--- config.mk ---
export PLATFORM = sky130hd
export DESIGN_NAME = flight_mode_command_fsm_core
export DESIGN_NICKNAME = d
export VERILOG_FILES = /design/src/fmcf_pkg.sv /design/src/flight_mode_command_fsm_core.sv
export SDC_FILE = /design/constraint.sdc
export NUM_CORES = 1
export LEC_CHECK = 0
export BUFFER_PORTS_ARGS = -buffer_cell sky130_fd_sc_hd__clkbuf_2
export CORE_UTILIZATION = 55
export DETAILED_ROUTE_END_ITERATION = 12
export PLACE_DENSITY = 0.74
export SYNTH_ARGS = -nofsm -noshare
export SYNTH_HDL_FRONTEND = slang
export SYNTH_SLANG_ARGS = --single-unit
--- constraint.sdc ---
create_clock -name i_clk -period 8.5 [get_ports i_clk]
set_clock_uncertainty 0.1 [all_clocks]
set_input_delay 1.275 -clock i_clk [delete_from_list [all_inputs] [get_ports i_clk]]
set_output_delay 1.275 -clock i_clk [all_outputs]
set_load 0.02 [all_outputs]
--- src/fmcf_pkg.sv ---
// Shared types, codes and field widths for the flight-mode command state machine.
package fmcf_pkg;

    // Stream payload widths (input packed to whole bytes).
    localparam int IN_DATA_W  = 88;
    localparam int IN_USER_W  = 1;
    localparam int OUT_DATA_W = 8;

    // Result status codes.
    typedef enum logic [1:0] {
        STATUS_OK             = 2'd0,
        STATUS_BAD_TRANSITION = 2'd1,
        STATUS_BAD_COMMAND    = 2'd2,
        STATUS_BACKEND        = 2'd3
    } t_status;

    // Flight state as reported on the result stream.
    localparam logic [2:0] FLIGHT_DISARMED  = 3'd0;
    localparam logic [2:0] FLIGHT_ARMED     = 3'd1;
    localparam logic [2:0] FLIGHT_MANUAL    = 3'd2;
    localparam logic [2:0] FLIGHT_STABILIZE = 3'd3;
    localparam logic [2:0] FLIGHT_LOITER    = 3'd4;
    localparam logic [2:0] FLIGHT_RTL       = 3'd5;
    localparam logic [2:0] FLIGHT_LAND      = 3'd6;

    // Internal one-hot flight state.
    typedef enum logic [6:0] {
        S_DISARMED  = 7'b000_0001,
        S_ARMED     = 7'b000_0010,
        S_MANUAL    = 7'b000_0100,
        S_STABILIZE = 7'b000_1000,
        S_LOITER    = 7'b001_0000,
        S_RTL       = 7'b010_0000,
        S_LAND      = 7'b100_0000
    } t_state;

    // Direct mode request codes.
    localparam logic [2:0] REQ_MANUAL    = 3'd0;
    localparam logic [2:0] REQ_STABILIZE = 3'd1;
    localparam logic [2:0] REQ_LOITER    = 3'd2;
    localparam logic [2:0] REQ_RTL       = 3'd3;
    localparam logic [2:0] REQ_LAND      = 3'd4;
    localparam logic [2:0] REQ_ARM       = 3'd5;
    localparam logic [2:0] REQ_DISARM    = 3'd6;

    // Command codes.
    localparam logic [15:0] CMD_ARM_DISARM = 16'd400;
    localparam logic [15:0] CMD_RTL        = 16'd20;
    localparam logic [15:0] CMD_LAND       = 16'd21;
    localparam logic [15:0] CMD_SET_MODE   = 16'd176;

    // Set-mode main and sub mode numbers.
    localparam logic [7:0] MAIN_MANUAL    = 8'd1;
    localparam logic [7:0] MAIN_AUTO      = 8'd4;
    localparam logic [7:0] MAIN_STABILIZE = 8'd7;
    localparam logic [7:0] SUB_LOITER     = 8'd3;
    localparam logic [7:0] SUB_RTL        = 8'd5;
    localparam logic [7:0] SUB_LAND       = 8'd6;

    // Tolerance 0.001 as single bits and as a 33-fraction-bit fixed value.
    localparam logic [30:0] TOL_BITS = 31'h3A83126F;
    localparam logic [37:0] TOL_FIX  = 38'h0000_83126F;

endpackage

--- src/flight_mode_command_fsm_core.sv ---
// Flight-mode command state machine with stream input and result channels.
//
// This block tracks one of seven flight states (disarmed, armed, manual, stabilize,
// loiter, return-to-launch, land) and answers every input transfer with exactly one
// result transfer carrying a status and the flight state after the item. An item is
// either a direct mode request (tuser bit 0 low) or an encoded command (tuser bit 0
// high) whose two parameters are IEEE single values; arm/disarm, return-to-launch,
// land and set-mode commands are decoded with exact fixed-point window tests, so no
// floating-point unit is present. Each item is captured in an input register, decoded
// and applied to the state when the result register advances, and the result sits in
// an output register: one item per clock is sustained while the result side does not
// stall, and the state update loop sets that rate. While a result waits on the output,
// the input side accepts one more item only if the input register is empty.
// The one configuration bit, backend_attached, makes backend_ok decide whether a
// permitted change takes effect; write it only while no item is in flight.
module flight_mode_command_fsm_core (
    input  logic                            i_clk,
    input  logic                            i_rst_n,
    // Input item stream.
    input  logic                            s_axis_tvalid,
    output logic                            s_axis_tready,
    // tdata, low bit up: mode_request[2:0], command_code[18:3], param_one_bits[50:19],
    // param_two_bits[82:51], backend_ok[83], zero fill[87:84].
    input  logic [fmcf_pkg::IN_DATA_W-1:0]  s_axis_tdata,
    // tuser: func[0].
    input  logic [fmcf_pkg::IN_USER_W-1:0]  s_axis_tuser,
    // Result stream.
    output logic                            m_axis_tvalid,
    input  logic                            m_axis_tready,
    // tdata, low bit up: status[1:0], flight_state[4:2], zero fill[7:5].
    output logic [fmcf_pkg::OUT_DATA_W-1:0] m_axis_tdata,
    // Configuration write channel: backend_attached.
    input  logic                            i_cfg_valid,
    output logic                            o_cfg_ready,
    input  logic                            i_cfg_data
);
    import fmcf_pkg::*;

    // True when the single p lies strictly within 0.001 of zero.
    function automatic logic near_zero(input logic [31:0] p);
        near_zero = (p[30:0] < TOL_BITS);
    endfunction

    // True when the single p lies strictly within 0.001 of the small integer e.
    // The significand is aligned to 33 fraction bits; only exponents 126..131 can match.
    function automatic logic near_int(input logic [31:0] p, input logic [3:0] e);
        logic [7:0]  ex;
        logic [3:0]  shamt;
        logic [37:0] fv;
        logic [37:0] ef;
        logic [37:0] diff;
        ex    = p[30:23];
        shamt = 4'(ex - 8'd117);
        fv    = {14'b0, 1'b1, p[22:0]} << shamt;
        ef    = {1'b0, e, 33'b0};
        diff  = (fv > ef) ? (fv - ef) : (ef - fv);
        near_int = !p[31] && (ex >= 8'd126) && (ex <= 8'd131) && (diff < TOL_FIX);
    endfunction

    // Saturating truncation of a single to a 32-bit unsigned value.
    function automatic logic [31:0] to_uint(input logic [31:0] p);
        logic [7:0]  ex;
        logic [4:0]  sh;
        logic [31:0] mant;
        ex   = p[30:23];
        sh   = 5'(ex - 8'd127);
        mant = {8'b0, 1'b1, p[22:0]};
        if (ex == 8'hFF && p[22:0] != 23'd0) begin
            to_uint = 32'd0;
        end else if (p[31] || ex < 8'd127) begin
            to_uint = 32'd0;
        end else if (ex >= 8'd159) begin
            to_uint = 32'hFFFF_FFFF;
        end else if (sh >= 5'd23) begin
            to_uint = mant << (sh - 5'd23);
        end else begin
            to_uint = mant >> (5'd23 - sh);
        end
    endfunction

    // Target state of a permitted request.
    function automatic t_state req_target(input logic [2:0] req);
        unique case (req)
            REQ_MANUAL:    req_target = S_MANUAL;
            REQ_STABILIZE: req_target = S_STABILIZE;
            REQ_LOITER:    req_target = S_LOITER;
            REQ_RTL:       req_target = S_RTL;
            REQ_LAND:      req_target = S_LAND;
            REQ_ARM:       req_target = S_ARMED;
            default:       req_target = S_DISARMED;
        endcase
    endfunction

    // One-hot state to the reported flight state code.
    function automatic logic [2:0] state_code(input t_state s);
        unique case (s)
            S_DISARMED:  state_code = FLIGHT_DISARMED;
            S_ARMED:     state_code = FLIGHT_ARMED;
            S_MANUAL:    state_code = FLIGHT_MANUAL;
            S_STABILIZE: state_code = FLIGHT_STABILIZE;
            S_LOITER:    state_code = FLIGHT_LOITER;
            S_RTL:       state_code = FLIGHT_RTL;
            S_LAND:      state_code = FLIGHT_LAND;
            default:     state_code = FLIGHT_DISARMED;
        endcase
    endfunction

    // Input register.
    logic        r_in_valid;
    logic        r_func;
    logic [2:0]  r_mode_request;
    logic [15:0] r_command_code;
    logic [31:0] r_param_one_bits;
    logic [31:0] r_param_two_bits;
    logic        r_backend_ok;

    // Flight state and configuration.
    t_state      r_state;
    t_state      n_state;
    logic        r_backend_attached;

    // Result register.
    logic        r_out_valid;
    t_status     r_status;
    t_status     n_status;
    logic [2:0]  r_flight_state;

    logic        advance;
    logic        in_fire;
    logic [31:0] p2_uint;
    logic [7:0]  mode_major;
    logic [7:0]  mode_minor;

    // The result register moves on when it is empty or its transfer completes;
    // the input register can then always hand its item forward.
    assign advance       = !r_out_valid || m_axis_tready;
    assign s_axis_tready = !r_in_valid || advance;
    assign in_fire       = s_axis_tvalid && s_axis_tready;

    assign o_cfg_ready   = 1'b1;

    assign m_axis_tvalid = r_out_valid;
    assign m_axis_tdata  = {3'b000, r_flight_state, r_status};

    assign p2_uint    = to_uint(r_param_two_bits);
    assign mode_major = p2_uint[23:16];
    assign mode_minor = p2_uint[31:24];

    // Decode the item into a request code, then apply the transition rules.
    always_comb begin
        logic       have_req;
        logic [2:0] req;
        logic       allowed;
        have_req = 1'b0;
        req      = REQ_MANUAL;
        allowed  = 1'b0;
        n_status = STATUS_OK;
        n_state  = r_state;

        if (!r_func) begin
            have_req = 1'b1;
            req      = r_mode_request;
        end else begin
            unique case (r_command_code)
                CMD_ARM_DISARM: begin
                    if (near_int(r_param_one_bits, 4'd1)) begin
                        have_req = 1'b1;
                        req      = REQ_ARM;
                    end else if (near_zero(r_param_one_bits)) begin
                        have_req = 1'b1;
                        req      = REQ_DISARM;
                    end
                end
                CMD_RTL: begin
                    have_req = 1'b1;
                    req      = REQ_RTL;
                end
                CMD_LAND: begin
                    have_req = 1'b1;
                    req      = REQ_LAND;
                end
                CMD_SET_MODE: begin
                    // Small mode numbers win over the packed main/sub form.
                    have_req = 1'b1;
                    if (near_zero(r_param_two_bits)) begin
                        req = REQ_MANUAL;
                    end else if (near_int(r_param_two_bits, 4'd2)) begin
                        req = REQ_STABILIZE;
                    end else if (near_int(r_param_two_bits, 4'd5)) begin
                        req = REQ_LOITER;
                    end else if (near_int(r_param_two_bits, 4'd6)) begin
                        req = REQ_RTL;
                    end else if (near_int(r_param_two_bits, 4'd9)) begin
                        req = REQ_LAND;
                    end else if (mode_major == MAIN_MANUAL) begin
                        req = REQ_MANUAL;
                    end else if (mode_major == MAIN_STABILIZE) begin
                        req = REQ_STABILIZE;
                    end else if (mode_major == MAIN_AUTO && mode_minor == SUB_LOITER) begin
                        req = REQ_LOITER;
                    end else if (mode_major == MAIN_AUTO && mode_minor == SUB_RTL) begin
                        req = REQ_RTL;
                    end else if (mode_major == MAIN_AUTO && mode_minor == SUB_LAND) begin
                        req = REQ_LAND;
                    end else begin
                        have_req = 1'b0;
                    end
                end
                default: begin
                    have_req = 1'b0;
                end
            endcase
        end

        if (!have_req) begin
            n_status = STATUS_BAD_COMMAND;
        end else begin
            // Arming needs disarmed; any other defined request needs a state other than disarmed.
            if (req == REQ_ARM) begin
                allowed = (r_state == S_DISARMED);
            end else begin
                allowed = (r_state != S_DISARMED) && (req <= REQ_DISARM);
            end
            if (!allowed) begin
                n_status = STATUS_BAD_TRANSITION;
            end else if (r_backend_attached && !r_backend_ok) begin
                n_status = STATUS_BACKEND;
            end else begin
                n_state = req_target(req);
            end
        end
    end

    // Control registers.
    always_ff @(posedge i_clk) begin
        if (!i_rst_n) begin
            r_in_valid         <= 1'b0;
            r_out_valid        <= 1'b0;
            r_state            <= S_DISARMED;
            r_backend_attached <= 1'b0;
        end else begin
            if (s_axis_tready) begin
                r_in_valid <= s_axis_tvalid;
            end
            if (advance) begin
                r_out_valid <= r_in_valid;
                if (r_in_valid) begin
                    r_state <= n_state;
                end
            end
            if (i_cfg_valid && o_cfg_ready) begin
                r_backend_attached <= i_cfg_data;
            end
        end
    end

    // Payload registers.
    always_ff @(posedge i_clk) begin
        if (in_fire) begin
            r_func           <= s_axis_tuser[0];
            r_mode_request   <= s_axis_tdata[2:0];
            r_command_code   <= s_axis_tdata[18:3];
            r_param_one_bits <= s_axis_tdata[50:19];
            r_param_two_bits <= s_axis_tdata[82:51];
            r_backend_ok     <= s_axis_tdata[83];
        end
        if (advance && r_in_valid) begin
            r_status       <= n_status;
            r_flight_state <= state_code(n_state);
        end
    end

endmodule

# Yosys cells after proc, flatten, opt, wreduce, memory -nomap -nowiden
# Index checks and enable logic that the tools add are counted.
word_totals:
  in_bits: 95
  word_cells: 150
  ff_bits: 100
op_classes:
  n_shift: 4
  n_eq_ne: 24
  mux: 46
  order_cmp: 20
  n_reduce_logical: 29
  addsub: 15
ops:
  columns: ["op", "count"]
  rows:
  - ["$lt A38 B24 Y1 const B", 5]
  - ["$mux W38", 5]
  - ["$mux W32", 4]
  - ["$gt A38 B36 Y1 const B", 2]
  - ["$shl A24 B4 Y38", 2]
  - ["$sub A36 B38 Y38 const A", 2]
  - ["$sub A38 B36 Y38 const B", 2]
  - ["$lt A31 B30 Y1 const B", 2]
  - ["$pmux W7 S6", 1]
  - ["$mux W3", 13]
  - ["$gt A38 B34 Y1 const B", 1]
  - ["$gt A38 B35 Y1 const B", 1]
  - ["$gt A38 B37 Y1 const B", 1]
  - ["$sub A34 B38 Y38 const A", 1]
  - ["$sub A35 B38 Y38 const A", 1]
  - ["$sub A37 B38 Y38 const A", 1]
  - ["$sub A38 B34 Y38 const B", 1]
  - ["$sub A38 B35 Y38 const B", 1]
  - ["$sub A38 B37 Y38 const B", 1]
  - ["$eq A16 B5 Y1 const B", 2]
  - ["$eq A8 B3 Y1 const B", 4]
  - ["$shl A24 B5 Y32", 1]
  - ["$shr A24 B5 Y32", 1]
  - ["$reduce_bool A23 Y1", 1]
  - ["other kinds (37)", 82]

# Logic depth before layout (Yosys ltp)
logic_depth:
  depth_word: 29
  ltp_mapped: 32
  mapped_depth_nobuf: 23

# Least setup slack after synthesis
# OpenSTA, ideal clock, no wires.
synth_timing:
  kind: "reg-to-reg"
  startpoint: "register r_param_two_bits[23]"
  endpoint: "register r_state[2]"
  setup_time_ns: 0.121
  arrival_time_ns: 7.021
  stages_incl_launch_ff: 29
  n_path_buf: 7
  slack_ns: 1.257
  period_less_slack_ns: 7.243
  cell_sequence: "edfxtp_1 buf_4 inv_2 buf_1 clkbuf_1 ha_1 ha_1 clkbuf_1 inv_1 clkbuf_1 clkbuf_1 clkbuf_1 or3_1 ha_1 inv_1 a31oi_1 o211a_1 nand2_1 or4_4 mux2_4 or2_0 o41a_1 a2111oi_4 a32oi_2 o21a_1 o31ai_1 nor2_1 mux2i_4 mux2_4"
synth_between:
  elab_chain_cells: 27
  elab_cells_between_ends: 93
  classes_between: "add/sub: 12; order compare: 15; eq/ne: 12; shift: 3; mux: 38; reduce/logical: 13"
synth_rtl:
  columns: ["element", "line_no", "text"]
  rows:
  - ["from (decl)", "flight_mode_command_fsm_core.sv:114", "logic [31:0] r_param_two_bits;"]
  - ["from (signal assigned)", "flight_mode_command_fsm_core.sv:264", "r_param_two_bits <= s_axis_tdata[82:51];"]
  - ["branches (longest 26 deep; another with $sub A37 B38 Y38)", null, null]
  - ["$mux W7 (*)", "flight_mode_command_fsm_core.sv:215", "if (!have_req) begin"]
  - ["to (signal assigned)", "flight_mode_command_fsm_core.sv:248", "r_state <= n_state;"]
  - ["to (decl)", "flight_mode_command_fsm_core.sv:118", "t_state r_state;"]
# Every way passes the cells marked *. The select of a mux whose other input is x is not followed.
# A chain may end at the register's enable or synchronous reset.

# Final worst setup path
layout_timing:
  startpoint: "register r_param_two_bits[24]"
  endpoint: "register r_state[2]"
# The elaborated chain is that of the path after synthesis.

==> flow_summary.toml <==
[placement]
dp_hpwl_um = 26900
gp_congestion = 0.933
io_buffers = 97
dpl_cell_area_um2 = 13500

[synth]
synthFlopType = "edfxtp_1"
synth_top_area_share_pct = 21.0
netlist_instances = 1458
netlist_top_cells_area = "edfxtp_1 21%, mux4_2 11%, mux2i_1 6.2%, mux2_2 6.1%, nor2_1 3.8%"
ys_ff_latch = 100
ys_seq_area_share_pct = 22.5
yosysUniqueCellTypes = 107
async_reset_ff_share_pct = 0
synth.top_cells.by_count = "132 x nor2_1, 104 x nand2_1, 90 x edfxtp_1"
synth_top_area_cell = "edfxtp_1"
yosys.cell_count.top_type = "nor2_1"
synth_edf_count = 90
yosysWarnings = 0
avgSynthCellArea_um2 = 8.83
syn_area_um2 = 12900

[grt]
use_met3_pct = 3.54
grtUsageMet1_pct = 38.7
grtUsageMet2_pct = 51.1
top_usage_layer = "met2"
track_usage_pct = 29.8
grt_pass1_vias = 11500
grt_start_max_net_pins = 61
grt_pass1_wl_um = 57900
antenna_found_initial = 1
overflow = 0

[setup_path]
worstSetupPathType = "reg -> reg"
crit_path_end_kind = "register"
crit_path_top_delay_cell = "ha_2"
cp_num_buf_inv = 1
path_delay_family = "compound AO/OA/AOI/OAI gates"
cp_cell_sequence = "inv_1, ha_2, mux2_2, mux4_2, mux2_2, a2111oi_0, nand4_1, nor4_1, xnor2_1, nand3_1, o41a_1, a2111oi_0, o311a_1, or3_1, o31a_4, nand2b_1, mux2i_4, mux2_4"
cp_max_fo = 43
critPathRequiredTime_ps = 8660
cp_data_arrival_time_ps = 7940
cpPeakStageDelay_ps = 910
startpoint_type = "register"

[power_and_ir_drop]
power.internal_mw = 1.19
p_switching_mw = 0.868
switching_share_pct = 42.1
power_per_cell_area_nw_per_um2 = 149
p_clk_share_pct = 20.8
power.leakage_nw = 5.06
seqPwrFrac_pct = 29.3
max-vdd-ir-drop_v = 0.000124
combPwrFrac_pct = 49.9

[clock_network]
cts_root_buf = "clkbuf_16"
clk_latency_ps = 370
cts_made_buffers = 9
post_cts.repair.setup_buffers = 0
holdBufCountCts = 0
cts_tree = "built"
h-tree-depth = 3
cts.clk_slew.worst_paths_ps = 80
clk_path_buf_depth = 2
cts.sinks = 100
ctsResizeCount = 0

[floorplan]
num_rows = 55
die_y_um = 155
die-area_um2 = 24000
fp.dieW_um = 155
core_um2 = 22800
io_pins = 106
start_util_pct = 56.5

[timing]
maxSlewViolCount = 0
fmax_ghz = 0.129
rsz0062_at_grt = "no"
relSlewSlack_pct = 20.2
min_period_over_period_pct = 91.5
period_minus_slack_ps = 7780
hold_violations = 0
setup_viol = 0
worstMarginPinSlew_ps = 1190
fin_setup_tns_ps = 0

[hold_path]
min_path_type = "reg -> reg"

[route]
finalWirelength_um = 35600
via_per_inst = 6.80
drc = 0
wl_per_cell_um = 19.7
first_pass_iters = 6
drt_iter0_drc = 1274
vias = 12300
antenna_left = 0

[status]
status = "complete, no violations"

[finish]
multiInputGateArea_um2 = 9420
final_area_um2 = 13900
fill_cells = 1986
area_delta_synth_final_pct = 7.65
regArea_um2 = 2900
nets = 1613
drive_above_1_share_pct = 22.3

[job]
cap_violations = 0
## layout by cell type, fill, tap and decap left out, types with 27 or more instances in the layout
cell type	count
a21oi_1	69
buf_4	27
clkbuf_2	97
edfxtp_1	90
inv_1	35
mux2_2	70
mux2i_1	80
mux4_2	65
nand2_1	104
nand3_1	57
nand4_1	31
nor2_1	132
nor3_1	44
o21ai_0	71
## kinds of logic (layout without fill, tap and decap cells)
group	count (synthesis)	after routing	synth area share, %
adders and majority gates	27	27	2.62
other	2	5	0.0583
AOI/OAI and AO/OA	373	373	20.4
muxes	221	221	24.5
DFF	100	100	22.5
buffers and inverters	142	178	4.76
xor gates and xnor gates	32	32	2.18
and+or+nand+nor	561	561	22.9
## power by group through the flow
stage,sequential [mW],combinational (mW),clock [mW]
6_report,0.605,1.03,0.430
5_1_grt,0.609,1.12,0.453
4_1_cts,0.603,1.01,0.437
3_5_place_dp,0.614,1.00,0
3_3_place_gp,0.613,0.987,0
2_1_floorplan,0.598,0.794,0
## worst paths after layout
kind / from / end / slack [ps] / cells after the start
worst max register to register: r_param_two_bits[24] / r_state[2] / 720 / 18
worst min-delay path: r_in_valid / m_axis_tvalid / 420 / 2
worst max-delay path: r_param_two_bits[24] / r_state[2] / 720 / 18
worst min register to register: r_in_valid / m_axis_tvalid / 420 / 2
## per-stage QoR
step	std cells	power, mW	util [%]	hold slack [ps]	setup slack (ps)
after floorplan	1460	1.39	-	376	1260
after global placement	1793	1.60	59.5	405	1040
after detailed placement	1793	1.62	59.5	409	934
after CTS	1809	2.05	60.8	427	904
after global routing	1809	2.18	60.8	463	174
final	1810	2.06	60.9	422	719
## worst register-to-register path, delay by kind of cell, from the launching register on
family	cells	cell delay (ps)
fa+ha+maj	1	910
buf+inv	1	160
xor+xnor	1	180
flops	1	540
compound gates	5	2360
simple gates	5	1530
mux	5	1900
## layer usage
metal  share of wire, %  vias to the layer above
li1                   -                     5793
met1                 42                     5862
met2                 48                      573
met3                6.9                       85
met4                2.8                        0
met5                  0                        -
## state kept, by name (all words and copies together) (netlist names), 2 cells and up
name	flops
r_param_one_bits	32
r_param_two_bits	32
r_command_code	16
r_state	7
r_flight_state	3
r_mode_request	3
r_status	2
## cell type report
type / instances / area share, %
Inverter: 38 / 1.03
Clock buffer: 9 / 1.62
Clock inverter: 7 / 0.659
Tap cell: 313 / 2.83
Multi-Input combinational cell: 1218 / 67.9
Sequential cell: 100 / 20.9
Timing Repair Buffer: 124 / 4.96
Antenna cell: 1 / 0.0181
No activity file was read; power rests on OpenSTA's default activity.
